## config.mk

```make
export PLATFORM = sky130hd
export DESIGN_NAME = key_to_gamepad_event_mapper
export DESIGN_NICKNAME = d
export VERILOG_FILES = /design/src/sv/k2g_pkg.sv /design/src/sv/k2g_ram.sv /design/src/sv/k2g_entry_unit.sv /design/src/sv/k2g_result_buf.sv /design/src/sv/key_to_gamepad_event_mapper.sv
export SDC_FILE = /design/constraint.sdc
export NUM_CORES = 1
export LEC_CHECK = 0
export BUFFER_PORTS_ARGS = -buffer_cell sky130_fd_sc_hd__buf_2
export CORE_AREA = 3 3 305 307
export CTS_CLUSTER_DIAMETER = 100
export DETAILED_ROUTE_END_ITERATION = 8
export DIE_AREA = 0 0 308 310
export SYNTH_ARGS = -nofsm -noshare
export SYNTH_HDL_FRONTEND = slang
export SYNTH_SLANG_ARGS = --single-unit
export TNS_END_PERCENT = 20
```

## constraint.sdc

```tcl
create_clock -name clk -period 6.25 [get_ports clk]
set_clock_uncertainty 0.05 [all_clocks]
set_input_delay 0.3125 -clock clk [delete_from_list [all_inputs] [get_ports clk]]
set_output_delay 0.3125 -clock clk [all_outputs]
set_load 0.05 [all_outputs]
```

## src/sv/k2g_pkg.sv

```systemverilog
// Shared types, codes and the default mapping layout of the key-to-gamepad mapper.
package k2g_pkg;

	// Item kinds carried on the slave tuser
	localparam logic [1:0] KIND_KEY   = 2'd0;
	localparam logic [1:0] KIND_SYNC  = 2'd1;
	localparam logic [1:0] KIND_ENTRY = 2'd2;

	// Key values
	localparam logic [1:0] KEY_RELEASED = 2'd0;
	localparam logic [1:0] KEY_REPEAT   = 2'd2;

	// Event classes carried on the master tuser
	localparam logic [1:0] CLS_BUTTON = 2'd0;
	localparam logic [1:0] CLS_AXIS   = 2'd1;
	localparam logic [1:0] CLS_SYNC   = 2'd2;

	// Axis sign codes, two bits per axis
	localparam logic [1:0] SGN_CENTRE = 2'd0;
	localparam logic [1:0] SGN_POS    = 2'd1;
	localparam logic [1:0] SGN_NEG    = 2'd2;

	localparam logic [14:0] FULL_SCALE_RESET = 15'd512;

	// Bit layout matches the packed slot: key lowest, valid highest
	typedef struct packed {
		logic       valid;
		logic       neg;
		logic [9:0] target;
		logic       btn;
		logic [2:0] pad;
		logic [9:0] key;
	} map_entry_t;

	typedef struct packed {
		logic [2:0]         pad;
		logic [1:0]         cls;
		logic [9:0]         code;
		logic signed [15:0] value;
	} evt_t;

	typedef struct packed {
		logic       upd;
		logic       emit;
		logic [3:0] held;
		logic [3:0] sign;
		evt_t       evt;
	} eval_res_t;

	typedef struct packed {
		logic put;
		logic finish;
	} buf_ctl_t;

	typedef struct packed {
		logic put_ready;
		logic finish_done;
	} buf_st_t;

	typedef enum logic [1:0] {
		ST_IDLE,
		ST_SCAN,
		ST_SYNC,
		ST_FLUSH
	} state_t;

	function automatic map_entry_t mk_entry(input logic [9:0] key, input logic [2:0] pad,
			input logic btn, input logic [9:0] target, input logic neg);
		map_entry_t e;
		e.valid  = 1'b1;
		e.neg    = neg;
		e.target = target;
		e.btn    = btn;
		e.pad    = pad;
		e.key    = key;
		return e;
	endfunction

	// Power-on layout: pad 0 on letter keys, pad 1 on the navigation cluster
	function automatic map_entry_t default_entry(input logic [7:0] idx);
		map_entry_t e;
		unique case (idx)
			8'd0: begin e = mk_entry(10'd17, 3'd0, 1'b0, 10'd1, 1'b1); end
			8'd1: begin e = mk_entry(10'd31, 3'd0, 1'b0, 10'd1, 1'b0); end
			8'd2: begin e = mk_entry(10'd30, 3'd0, 1'b0, 10'd0, 1'b1); end
			8'd3: begin e = mk_entry(10'd32, 3'd0, 1'b0, 10'd0, 1'b0); end
			8'd4: begin e = mk_entry(10'd34, 3'd0, 1'b1, 10'd304, 1'b0); end
			8'd5: begin e = mk_entry(10'd35, 3'd0, 1'b1, 10'd305, 1'b0); end
			8'd6: begin e = mk_entry(10'd20, 3'd0, 1'b1, 10'd307, 1'b0); end
			8'd7: begin e = mk_entry(10'd33, 3'd0, 1'b1, 10'd308, 1'b0); end
			8'd8: begin e = mk_entry(10'd103, 3'd1, 1'b0, 10'd1, 1'b1); end
			8'd9: begin e = mk_entry(10'd108, 3'd1, 1'b0, 10'd1, 1'b0); end
			8'd10: begin e = mk_entry(10'd105, 3'd1, 1'b0, 10'd0, 1'b1); end
			8'd11: begin e = mk_entry(10'd106, 3'd1, 1'b0, 10'd0, 1'b0); end
			8'd12: begin e = mk_entry(10'd107, 3'd1, 1'b1, 10'd304, 1'b0); end
			8'd13: begin e = mk_entry(10'd104, 3'd1, 1'b1, 10'd305, 1'b0); end
			8'd14: begin e = mk_entry(10'd70, 3'd1, 1'b1, 10'd307, 1'b0); end
			8'd15: begin e = mk_entry(10'd110, 3'd1, 1'b1, 10'd308, 1'b0); end
			8'd16: begin e = mk_entry(10'd102, 3'd1, 1'b1, 10'd315, 1'b0); end
			default: begin e = '0; end
		endcase
		return e;
	endfunction

endpackage

```

## src/sv/k2g_ram.sv

```systemverilog
// Generic single-write, single-read RAM with registered read data.
module k2g_ram #(
	parameter int WIDTH = 26,
	parameter int DEPTH = 32
) (
	input  logic                     clk,
	input  logic                     we,
	input  logic [$clog2(DEPTH)-1:0] waddr,
	input  logic [WIDTH-1:0]         wdata,
	input  logic [$clog2(DEPTH)-1:0] raddr,
	output logic [WIDTH-1:0]         rdata
);

	logic [WIDTH-1:0] mem_q [DEPTH];

	always_ff @(posedge clk) begin
		if (we) begin
			mem_q[waddr] <= wdata;
		end
		rdata <= mem_q[raddr];
	end

endmodule

```

## src/sv/k2g_entry_unit.sv

```systemverilog
// Shared evaluation unit: matches one table entry and works out its event and axis update.
module k2g_entry_unit #(
	parameter int PADS = 8
) (
	input  k2g_pkg::map_entry_t entry,
	input  logic [9:0]          key,
	input  logic                pressed,
	input  logic [3:0]          held,
	input  logic [3:0]          sign,
	input  logic [14:0]         full_scale,
	output k2g_pkg::eval_res_t  res
);
	import k2g_pkg::*;

	logic        hit;
	logic        axis;
	logic [1:0]  bit_sel;
	logic [3:0]  new_held;
	logic [1:0]  pair;
	logic [1:0]  new_s;
	logic [1:0]  old_s;
	logic [15:0] fs16;
	logic [15:0] axis_val;

	always_comb begin
		hit  = entry.valid && (entry.key == key) && (int'(entry.pad) < PADS);
		axis = (entry.target != 10'd0);

		// Low bit of each pair is the negative direction
		bit_sel           = {axis, ~entry.neg};
		new_held          = held;
		new_held[bit_sel] = pressed;
		pair              = axis ? new_held[3:2] : new_held[1:0];

		if (pair == 2'b10) begin
			new_s = SGN_POS;
		end else if (pair == 2'b01) begin
			new_s = SGN_NEG;
		end else begin
			new_s = SGN_CENTRE;
		end
		old_s = axis ? sign[3:2] : sign[1:0];

		fs16 = {1'b0, full_scale};
		if (new_s == SGN_POS) begin
			axis_val = fs16;
		end else if (new_s == SGN_NEG) begin
			axis_val = ~fs16 + 16'd1;
		end else begin
			axis_val = 16'd0;
		end

		res.upd  = hit && !entry.btn;
		res.emit = hit && (entry.btn || (new_s != old_s));
		res.held = new_held;
		res.sign = axis ? {new_s, sign[1:0]} : {sign[3:2], new_s};

		res.evt.pad = entry.pad;
		if (entry.btn) begin
			res.evt.cls   = CLS_BUTTON;
			res.evt.code  = entry.target;
			res.evt.value = {15'd0, pressed};
		end else begin
			res.evt.cls   = CLS_AXIS;
			res.evt.code  = {9'd0, axis};
			res.evt.value = axis_val;
		end
	end

endmodule

```

## src/sv/k2g_result_buf.sv

```systemverilog
// Result buffer: one pending slot that waits for its successor, then the output register.
module k2g_result_buf (
	input  logic              clk,
	input  logic              arst_n,
	input  k2g_pkg::buf_ctl_t ctl,
	input  k2g_pkg::evt_t     evt,
	output k2g_pkg::buf_st_t  st,
	input  logic              m_tready,
	output logic              m_tvalid,
	output k2g_pkg::evt_t     m_evt,
	output logic              m_last
);
	import k2g_pkg::*;

	logic pend_v_q;
	evt_t pend_q;
	logic out_v_q;
	evt_t out_q;
	logic last_q;
	logic out_free;

	assign out_free       = !out_v_q || m_tready;
	assign st.put_ready   = !pend_v_q || out_free;
	assign st.finish_done = !pend_v_q || out_free;

	assign m_tvalid = out_v_q;
	assign m_evt    = out_q;
	assign m_last   = last_q;

	always_ff @(posedge clk or negedge arst_n) begin
		if (!arst_n) begin
			pend_v_q <= 1'b0;
			out_v_q  <= 1'b0;
		end else begin
			if (ctl.put && st.put_ready) begin
				pend_v_q <= 1'b1;
				if (pend_v_q) begin
					out_v_q <= 1'b1;
				end else if (m_tready) begin
					out_v_q <= 1'b0;
				end
			end else if (ctl.finish && pend_v_q && out_free) begin
				pend_v_q <= 1'b0;
				out_v_q  <= 1'b1;
			end else if (m_tready) begin
				out_v_q <= 1'b0;
			end
		end
	end

	// Payload: no reset
	always_ff @(posedge clk) begin
		if (ctl.put && st.put_ready) begin
			pend_q <= evt;
			if (pend_v_q) begin
				out_q  <= pend_q;
				last_q <= 1'b0;
			end
		end else if (ctl.finish && pend_v_q && out_free) begin
			out_q  <= pend_q;
			last_q <= 1'b1;
		end
	end

`ifndef SYNTH
	// A put never lands while the pending beat cannot move on
	a_no_overrun: assert property (@(posedge clk) disable iff (!arst_n)
		(pend_v_q && out_v_q && !m_tready) |=> $stable(pend_q))
		else $error("pending beat overwritten");
	// The last beat of a run leaves the pending slot empty
	a_last_empties: assert property (@(posedge clk) disable iff (!arst_n)
		(ctl.finish && pend_v_q && out_free && !ctl.put) |=> (!pend_v_q && out_v_q && m_last))
		else $error("final beat not presented");
`endif

endmodule

```

## src/sv/key_to_gamepad_event_mapper.sv

```systemverilog
// Top level of the key-to-gamepad event mapper: sequencer, pad state and register port.
// A key event scans the table one entry per cycle while the result buffer can take its
// events, then flushes; a new item is taken only once the block is back in idle. A sync
// item walks the pads, one per cycle while the buffer can take their reports, then flushes.
// Entry writes, auto-repeat and unused kinds leave the block in idle. The first result
// appears in the cycle after the second event is placed in the buffer, or in the cycle
// after the flush. Reset (arst_n low) restores the default layout through per-entry
// written flags at once, clears pad state, full scale 512.
module key_to_gamepad_event_mapper #(
	parameter int MAP_ENTRIES = 32,
	parameter int PADS        = 8
) (
	input  logic        clk,
	input  logic        arst_n,
	// Input stream
	input  logic        s_tvalid,
	output logic        s_tready,
	// key_code[9:0], key_value[11:10], entry_index[16:12], entry_key[26:17],
	// entry_pad[29:27], entry_is_button[30], entry_target[40:31],
	// entry_negative[41], entry_valid[42], zero fill [47:43]
	input  logic [47:0] s_tdata,
	// kind[1:0]
	input  logic [1:0]  s_tuser,
	// Result stream
	output logic        m_tvalid,
	input  logic        m_tready,
	// pad_index[2:0], event_code[12:3], event_value[28:13], zero fill [31:29]
	output logic [31:0] m_tdata,
	// event_class[1:0]
	output logic [1:0]  m_tuser,
	// last_of_run
	output logic        m_tlast,
	// Register port
	input  logic        psel,
	input  logic        penable,
	input  logic        pwrite,
	input  logic [2:0]  paddr,
	input  logic [31:0] pwdata,
	output logic [31:0] prdata,
	output logic        pready
);
	import k2g_pkg::*;

	localparam int AW  = $clog2(MAP_ENTRIES);
	localparam int PIW = (PADS > 1) ? $clog2(PADS) : 1;
	localparam logic REG_AXIS_FULL_SCALE = 1'b0;

	// Unpacked input beat
	logic [9:0] key_code;
	logic [1:0] key_value;
	logic [4:0] entry_index;
	map_entry_t wr_entry;

	assign key_code        = s_tdata[9:0];
	assign key_value       = s_tdata[11:10];
	assign entry_index     = s_tdata[16:12];
	assign wr_entry.key    = s_tdata[26:17];
	assign wr_entry.pad    = s_tdata[29:27];
	assign wr_entry.btn    = s_tdata[30];
	assign wr_entry.target = s_tdata[40:31];
	assign wr_entry.neg    = s_tdata[41];
	assign wr_entry.valid  = s_tdata[42];

	state_t state_q, state_d;

	logic [AW-1:0]          scan_idx_q;
	logic [PIW-1:0]         sync_q;
	logic [9:0]             key_q;
	logic                   pressed_q;
	logic [14:0]            fs_q;
	logic [3:0]             held_q [PADS];
	logic [3:0]             sign_q [PADS];
	logic [PADS-1:0]        dirty_q;
	logic [MAP_ENTRIES-1:0] written_q;

	logic                   accept;
	logic                   wr_en;
	logic [AW-1:0]          raddr;
	logic [$bits(map_entry_t)-1:0] ram_rdata;
	map_entry_t             scan_entry;
	logic                   pad_ok;
	logic [PIW-1:0]         pidx;
	logic [3:0]             cur_held;
	logic [3:0]             cur_sign;
	eval_res_t              res;
	logic                   advance;
	buf_ctl_t               buf_ctl;
	buf_st_t                buf_st;
	evt_t                   put_evt;
	evt_t                   m_evt;
	logic                   cfg_wr;

	assign s_tready = (state_q == ST_IDLE);
	assign accept   = s_tvalid && s_tready;
	assign wr_en    = accept && (s_tuser == KIND_ENTRY) && (int'(entry_index) < MAP_ENTRIES);

	// Register port: one register, always ready
	assign pready = 1'b1;
	assign cfg_wr = psel && penable && pwrite && pready && (paddr[2] == REG_AXIS_FULL_SCALE);
	assign prdata = (paddr[2] == REG_AXIS_FULL_SCALE) ? {17'd0, fs_q} : 32'd0;

	k2g_ram #(
		.WIDTH($bits(map_entry_t)),
		.DEPTH(MAP_ENTRIES)
	) u_map_ram (
		.clk  (clk),
		.we   (wr_en),
		.waddr(AW'(entry_index)),
		.wdata(wr_entry),
		.raddr(raddr),
		.rdata(ram_rdata)
	);

	// Untouched entries read as the power-on layout
	assign scan_entry = written_q[scan_idx_q] ? map_entry_t'(ram_rdata)
	                                          : default_entry(8'(scan_idx_q));

	// Pads beyond range never match; keep their reads tidy
	assign pad_ok   = (int'(scan_entry.pad) < PADS);
	assign pidx     = PIW'(scan_entry.pad);
	assign cur_held = pad_ok ? held_q[pidx] : 4'd0;
	assign cur_sign = pad_ok ? sign_q[pidx] : 4'd0;

	k2g_entry_unit #(
		.PADS(PADS)
	) u_entry_unit (
		.entry     (scan_entry),
		.key       (key_q),
		.pressed   (pressed_q),
		.held      (cur_held),
		.sign      (cur_sign),
		.full_scale(fs_q),
		.res       (res)
	);

	k2g_result_buf u_result_buf (
		.clk     (clk),
		.arst_n  (arst_n),
		.ctl     (buf_ctl),
		.evt     (put_evt),
		.st      (buf_st),
		.m_tready(m_tready),
		.m_tvalid(m_tvalid),
		.m_evt   (m_evt),
		.m_last  (m_tlast)
	);

	assign m_tdata = {3'd0, m_evt.value, m_evt.code, m_evt.pad};
	assign m_tuser = m_evt.cls;

	// Sequencer: next state, buffer control and table read address
	always_comb begin
		state_d        = state_q;
		advance        = 1'b0;
		buf_ctl.put    = 1'b0;
		buf_ctl.finish = 1'b0;
		put_evt        = res.evt;
		raddr          = '0;
		unique case (state_q)
			ST_IDLE: begin
				if (accept && (s_tuser == KIND_KEY) && (key_value != KEY_REPEAT)) begin
					state_d = ST_SCAN;
				end else if (accept && (s_tuser == KIND_SYNC)) begin
					state_d = ST_SYNC;
				end
			end
			ST_SCAN: begin
				buf_ctl.put = res.emit;
				advance     = !res.emit || buf_st.put_ready;
				if (!advance) begin
					raddr = scan_idx_q;
				end else if (scan_idx_q == AW'(MAP_ENTRIES - 1)) begin
					state_d = ST_FLUSH;
				end else begin
					raddr = scan_idx_q + AW'(1);
				end
			end
			ST_SYNC: begin
				put_evt.pad   = 3'(sync_q);
				put_evt.cls   = CLS_SYNC;
				put_evt.code  = 10'd0;
				put_evt.value = 16'sd0;
				buf_ctl.put   = dirty_q[sync_q];
				advance       = !dirty_q[sync_q] || buf_st.put_ready;
				if (advance && (sync_q == PIW'(PADS - 1))) begin
					state_d = ST_FLUSH;
				end
			end
			ST_FLUSH: begin
				buf_ctl.finish = 1'b1;
				if (buf_st.finish_done) begin
					state_d = ST_IDLE;
				end
			end
			default: begin
				state_d = ST_IDLE;
			end
		endcase
	end

	always_ff @(posedge clk or negedge arst_n) begin
		if (!arst_n) begin
			state_q <= ST_IDLE;
		end else begin
			state_q <= state_d;
		end
	end

	// Scan and sync counters
	always_ff @(posedge clk or negedge arst_n) begin
		if (!arst_n) begin
			scan_idx_q <= '0;
			sync_q     <= '0;
		end else begin
			if (accept) begin
				scan_idx_q <= '0;
				sync_q     <= '0;
			end else if (advance && (state_q == ST_SCAN)) begin
				scan_idx_q <= scan_idx_q + AW'(1);
			end else if (advance && (state_q == ST_SYNC)) begin
				sync_q <= sync_q + PIW'(1);
			end
		end
	end

	// Hold the key of the event under scan; any nonzero value counts as pressed
	always_ff @(posedge clk) begin
		if (accept) begin
			key_q     <= key_code;
			pressed_q <= (key_value != KEY_RELEASED);
		end
	end

	// Pad state: held directions, axis signs, dirty marks
	always_ff @(posedge clk or negedge arst_n) begin
		if (!arst_n) begin
			for (int p = 0; p < PADS; p++) begin
				held_q[p] <= 4'd0;
				sign_q[p] <= 4'd0;
			end
			dirty_q <= '0;
		end else begin
			if ((state_q == ST_SCAN) && advance) begin
				if (res.upd) begin
					held_q[pidx] <= res.held;
					sign_q[pidx] <= res.sign;
				end
				if (res.emit) begin
					dirty_q[pidx] <= 1'b1;
				end
			end else if ((state_q == ST_SYNC) && advance) begin
				// Drop the mark once its report is in the buffer
				dirty_q[sync_q] <= 1'b0;
			end
		end
	end

	// Written flags and the full-scale register
	always_ff @(posedge clk or negedge arst_n) begin
		if (!arst_n) begin
			written_q <= '0;
			fs_q      <= FULL_SCALE_RESET;
		end else begin
			if (wr_en) begin
				written_q[AW'(entry_index)] <= 1'b1;
			end
			if (cfg_wr) begin
				fs_q <= pwdata[14:0];
			end
		end
	end

`ifndef SYNTH
	// A key event that is not auto-repeat starts a table scan
	a_key_starts_scan: assert property (@(posedge clk) disable iff (!arst_n)
		(accept && (s_tuser == KIND_KEY) && (key_value != KEY_REPEAT)) |=>
		(state_q == ST_SCAN) && (scan_idx_q == '0))
		else $error("key event did not start a scan");
	// Any event placed during a scan leaves at least one pad dirty
	a_emit_marks_dirty: assert property (@(posedge clk) disable iff (!arst_n)
		((state_q == ST_SCAN) && buf_ctl.put && buf_st.put_ready) |=> (dirty_q != '0))
		else $error("emitted event left no pad dirty");
	// Axis sign of pad 0 is never the unused code
	a_sign_code: assert property (@(posedge clk) disable iff (!arst_n)
		(sign_q[0][1:0] != 2'd3) && (sign_q[0][3:2] != 2'd3))
		else $error("illegal axis sign code");
	// A finished sync leaves no pad dirty
	a_sync_clears: assert property (@(posedge clk) disable iff (!arst_n)
		((state_q == ST_SYNC) && (state_d == ST_FLUSH)) |=> (dirty_q == '0))
		else $error("dirty mark survived sync");
`endif

endmodule
```

; Yosys cells after proc, flatten, opt, wreduce, memory -nomap -nowiden
; Memory sizes are Yosys's and may differ from the RTL's. A register that Yosys moved wholly into a read port is not among the register bits.
; Cells that the tools add are included.
; Widths: inputs -> output; s select.
[totals]
romBits = 576
input_bits = 92
elab_cells = 203
output_inout_bits = 70
regBits = 205
memories = 2
ramBits = 832
[op_classes]
n_reduce_logical = 48
addsub = 3
muxes = 69
n_eq_ne = 22
magnitude_cmp = 11
n_bitwise = 10
[mem_list]
columns = memory, words, width, read_ports, rd_clocked_by_memory_dff, wr, line_no
row1 = u_map_ram.mem_q, 32, 26, 1, 1, 1, k2g_ram.sv:14  ; logic [WIDTH-1:0] mem_q [DEPTH];
row2 = (name not given), 32, 18, 1, 0, 0, k2g_pkg.sv:82  ; unique case (idx)
[op_table]
columns = cell, n
row1 = $mux 31, 4
row2 = $bwmux 32, 2
row3 = $mux 16, 2
row4 = $or 32x32->32, 1
row5 = $mux 27, 1
row6 = $mux 26, 1
row7 = $mux 5, 5
row8 = $bmux 4 s3, 2
row9 = $mux 4, 6
row10 = $mux 8, 3
row11 = $logic_and 1x1->1, 22
row12 = $mux 2, 10
row13 = $mux 1, 18
row14 = $add 16x1->16 const B, 1
row15 = $not 15->16, 1
row16 = $mux 15, 1
row17 = $ne 2x2->1 const B, 7
row18 = $demux 4 s3, 1
row19 = $lt 5x6->1 const B, 2
row20 = $eq 10x10->1, 1
row21 = $eq 2x2->1 const B, 5
row22 = $reduce_bool 10->1, 1
row23 = $reduce_bool 2->1, 5
row24 = $mux 3, 3
row25 = other kinds (35), 58

; Longest topological paths before layout
[logic_depth]
word_depth = 23
mapped_depth = 25
ltp_nobuf = 18

; Hierarchy
; A second synthesis with hierarchy kept.
[unflattened]
cells_unflattened = 2812
hier_area_um2 = 43850.8
[modules_own_cells]
columns = mod, n_inst, cells_each, seq_area_each_um2, area_each_um2
row1 = k2g_ram, 1, 1848, 25504.5, 32962.9
row2 = key_to_gamepad_event_mapper, 1, 720, 3559.7, 7781.2
row3 = k2g_result_buf, 1, 76, 1941.9, 2001.9
row4 = k2g_entry_unit, 1, 168, 0.0, 1104.8

; Worst setup path before layout
; Ideal clock, no wire load.
[synth_timing]
path_kind = register to register
from = register scan_idx_q[0]
to = register u_map_ram.rdata[10] (read register of u_map_ram.mem_q)
path_stages_with_launch = 21
setup_time_ps = 157
required_ps = 6043
path_buffers = 5
period_less_slack_ps = 4846
path_slack_ps = 1404
arrival_ps = 4639
cell_sequence = dfrtp_1 -> inv_1 -> mux4_2 -> a32o_1 -> o211ai_2 -> mux2i_1 -> nand2_1 -> a211o_1 -> o221ai_2 -> nor3b_2 -> o211ai_1 -> and3_1 -> buf_2 -> buf_6 -> mux2_1 -> buf_2 -> or3_1 -> clkbuf_1 -> clkbuf_1 -> o22ai_1 -> a2111oi_2
[synth_via]
elab_chain_cells = 20
elab_cells_between_ends = 37
classes_between = add/sub (1) / order compare (2) / eq/ne (5) / mux (19) / bitwise (2) / reduce/logical (7) / memory (1)
[synth_lines]
columns = item, line_no
row1 = start: declaration, key_to_gamepad_event_mapper.sv:66  ; logic [AW-1:0] scan_idx_q;
row2 = start signal: assignment, key_to_gamepad_event_mapper.sv:219  ; scan_idx_q <= scan_idx_q + AW'(1);
row3 = $bmux 1 s5, key_to_gamepad_event_mapper.sv:115  ; assign scan_entry = written_q[scan_idx_q] ? map_entry_t'(ram_rdata)
row4 = $mux 1 (implied by the code), key_to_gamepad_event_mapper.sv:115
row5 = $mux 26, key_to_gamepad_event_mapper.sv:115
row6 = $reduce_bool 10->1 or $not 1->1 (tied branches), "k2g_entry_unit.sv:27, k2g_entry_unit.sv:30"
row7 = $lt 2x3->1 (implied by the code) or $ge 2x1->1 (tied branches), k2g_entry_unit.sv:32  ; new_held[bit_sel] = pressed;
row8 = $logic_and 1x1->1 (implied by the code), k2g_entry_unit.sv:32
row9 = $mux 1 (implied by the code), k2g_entry_unit.sv:32
row10 = $demux 1 s2, --
row11 = (+4 left out), --
row12 = $mux 2, k2g_entry_unit.sv:35  ; if (pair == 2'b10) begin
row13 = $ne 2x2->1, k2g_entry_unit.sv:54  ; res.emit = hit && (entry.btn || (new_s != old_s));
row14 = $logic_or 1x1->1, k2g_entry_unit.sv:54
row15 = $logic_and 1x1->1, k2g_entry_unit.sv:54
row16 = $logic_not 1->1, key_to_gamepad_event_mapper.sv:169  ; advance = !res.emit || buf_st.put_ready;
row17 = $logic_or 1x1->1, key_to_gamepad_event_mapper.sv:169
row18 = $mux 5 *, key_to_gamepad_event_mapper.sv:170  ; if (!advance) begin
row19 = $mux 5 *, key_to_gamepad_event_mapper.sv:159  ; unique case (state_q)
row20 = end: declaration, k2g_ram.sv:11  ; output logic [WIDTH-1:0] rdata
; Mark *: on every way between the ends. The rest lies on a longest branch, timed or not. The select of a mux whose other input is x is not followed.
; A chain may end at the register's enable or synchronous reset.

; Worst setup path in the final report
[layout_timing]
from = register scan_idx_q[0]
to = register u_map_ram.rdata[13] (read register of u_map_ram.mem_q)
; Same word-level chain as after synthesis.

==> summary.md <==
| Metric | Value |
|---|---|
| Status | completed |
| Vias in the first global route | 26629 |
| Share of cells above drive strength 1 | 17.4% |
| Finished Layout Cells | 4553 |
| Initial Util | 47.9% |
| Grt total ovfl | 0 |
| Syn Inst Count | 3073 |
| Startpoint Class | flip-flop |
| Setup CP Type | reg2reg |
| Clock Sinks | 1063 |
| Yosys top cell area share | 62.9% |
| Avg Inst Size Synth | 14.1 um^2 |
| DR pass1 iterations | 6 |
| Worst skew pair latency | 0.69 ns |
| Initial antenna violation count | 19 |
| CTS Root Cell | clkbuf_16 |
| Hold Path Origin | s_tdata[34] |
| WP data required | 6.72 ns |
| Die H | 310 um |
| Count of cell types in the netlist | 82 |
| Detail Route Antenna Nets | 0 |
| Largest net degree at the start of global routing | 81 |
| Peak VDD IR | 0.000274 V |
| Crit path DAT | 6.45 ns |
| Final worst slack | 0.269 ns |
| Final wirelength | 122 mm |
| CTS Buf Count | 108 |
| CTS tree | done |
| Vias per cell | 6.00 |
| Final worst-path cycle share | 95.7% |
| RR Endpoint | u_map_ram.rdata[13] |
| First-pass GRT wire length | 177 mm |
| Most frequent cells in the layout | edfxtp_1, nand2_1, a21oi_1, mux2i_1, dfrtp_1 |
| Slew @ Worst Pin | 1.23 ns |
| Fillers | 7220 |
| Hold WC Path Type | in2reg |
| Synth warn | 0 |
| WHS Path Cells | 1 |
| F_max | 167 MHz |
| I/O Buffers | 116 |
| Maximum clock insertion buffer count | 3 |
| Final Hold Violating Endpoints | 0 |
| Max-Cap Viols | 0 |
| Io pins | 162 |
| Seq/Total Area, Yosys | 71.7% |
| Final #Nets | 3386 |
| Multi-input logic area | 11500 um^2 |
| Initial drt markers | 3269 |
| Residual DRC | 0 |
| Setup crit end kind | flip-flop |
| GPL Wtd Cong | 0.888 |
| Synth top area cells | edfxtp_1, dfrtp_1, nand2_1, mux2i_1, a21oi_1 |
| Reg2Reg Depth | 19 |
| Pins Over Slew Limit | 0 |
| Storage element area | 31000 um^2 |
| Worst Hold Endpoint | u_map_ram.mem_q[1][17] |
| Synth area leader | edfxtp_1 |
| Total power | 19.3 mW |
| HPWL after DPL | 71.9 mm |
| Final setup fails | 0 |
| Placed cell area | 46000 um^2 |
| R2r startpoint | scan_idx_q[0] |
| DIE AREA | 95500 um^2 |
| Routed wire per std cell | 26.8 um |
| Fin Setup TNS | 0 ns |
| Area Overhead vs Synth | 15.2% |
| Die width | 308 um |
| RSZ-0062 raised after global routing | false |
| Rows | 110 |
| # placed instances | 4313 |
| EDFF count, synth | 906 |
| H-Tree Depth | 3 |
| Final min period | 5.98 ns |
| Async S/R FF share, synth | 12.3% |
| Core Box Area | 90300 um^2 |
| Post-route cell area | 49800 um^2 |
| Leakage power | 18.0 nW |
| FF-to-FF setup slack | 0.27 ns |
| Rel. slew slack | 18.1% |
| Global Route Usage Sum | 25.3% |
| Crit Path Max Fanout | 15 |
| Predominant post-synthesis flop cell | edfxtp_1 |
| Routed vias | 27298 |
| Commonest non-fill, non-tap cell in the layout | edfxtp_1 |
| Register clock-pin slew on the reported worst setup and hold paths | 0.06 ns |
| Synth Register Bits | 1063 |
| Syn Std Cell Area | 43300 um^2 |
| DP Worst Slack | 0.190 ns |
| Cell Pwr Density | 388 nW/um^2 |
## synthesized netlist by cell type (41+ instances only)
master    number
buf_4         41
mux2i_1      168
dfrtp_1      130
clkbuf_1      75
buf_2         65
nand3_1       73
mux2_2        54
a21oi_1      253
nor2_1       131
nand2_1      481
edfxtp_1     906
a22oi_1      108
o22ai_1       56
a32oi_1       55
## final cells by class
| cell class | count | area share [%] |
|---|---|---|
| inverter | 35 | 0.264 |
| multi-input combinational | 1797 | 23.1 |
| antenna | 8 | 0.0402 |
| clock buffer | 144 | 5.96 |
| tap | 1176 | 2.95 |
| sequential | 1063 | 62.2 |
| clock inverter | 58 | 1.05 |
| timing repair buffer | 272 | 4.43 |
## cells by family (layout without fill, tap and decap cells)
kind of cell | count (synthesis) | in the layout | share of synthesized area (%)
fa+ha+maj | 17 | 17 | 0.492
xor+xnor | 24 | 24 | 0.486
compound gates | 654 | 654 | 10.1
mux | 255 | 255 | 6.26
buf+inv | 232 | 509 | 2.64
other cells | 2 | 29 | 0.0174
flops | 1063 | 1063 | 71.7
simple gates | 826 | 826 | 8.31
## registers in the layout, indices dropped and copies added, names as in the netlist, 3 cells and up
signal               flops
dirty_q                  8
fs_q                    15
held_q                  32
key_q                   10
scan_idx_q               5
sign_q                  32
sync_q                   3
u_map_ram.mem_q        832
u_map_ram.rdata         26
u_result_buf.m_evt      31
u_result_buf.pend_q     31
written_q               32
## worst max-delay path, cell delays in order (launching register included)
cell,delay [ns]
dfrtp_2,0.49
mux2_1,0.36
a21oi_1,0.38
a32oi_4,0.24
o221ai_2,0.44
nand2_1,0.23
buf_4,0.23
a221oi_1,0.23
o32ai_1,0.15
a21oi_1,0.40
nor2_1,0.08
o21ai_1,0.14
and3_1,0.24
buf_12,0.18
mux2i_4,0.48
nor2_4,0.26
buf_4,0.27
a32oi_1,0.21
o21ai_1,0.18
a2111oi_2,0.55
## through the flow
stage          hold slack [ns]  util, %
2_1_floorplan          -0.0331        -
3_5_place_dp             0.302     50.9
3_3_place_gp             0.281     50.9
5_1_grt                 0.0781     55.2
6_report                0.0669     55.2
4_1_cts                 0.0317     55.1
## what timing repair did
action | in CTS | in global routing
buffers inserted | 0 | 1
setup endpoints to repair | 0 | 25
hold buffers | 29 | 0
endpoints found under the hold margin | 91 | 0
gates resized for setup | 0 | 4
## how the worst max path moves through the flow
stage	slack (ns)	to	depth (start not counted)	start
6_report	0.27	u_map_ram.rdata[13]	19	scan_idx_q[0]
5_1_grt	0.06	u_map_ram.rdata[15]	22	scan_idx_q[0]
4_1_cts	0.15	u_map_ram.rdata[13]	21	scan_idx_q[0]
3_5_place_dp	0.19	u_map_ram.rdata[13]	21	scan_idx_q[0]
3_3_place_gp	0.20	u_map_ram.rdata[1]	22	scan_idx_q[0]
2_1_floorplan	1.40	u_map_ram.rdata[10]	20	scan_idx_q[0]
## metal layers
metal	global-route usage, %	vias up	routed length, um
met3	4.63	245	10500
li1	-	12014	-
met2	41.0	1303	57700
met5	0	-	11
met1	34.8	13734	50100
met4	8.57	2	3760
## power by group
group	total [mW]	switching, mW	internal [mW]
Clock	6.33	2.70	3.63
Combinational	4.74	2.98	1.76
Sequential	8.26	0.308	7.95
No activity file was read; power rests on OpenSTA's default activity.
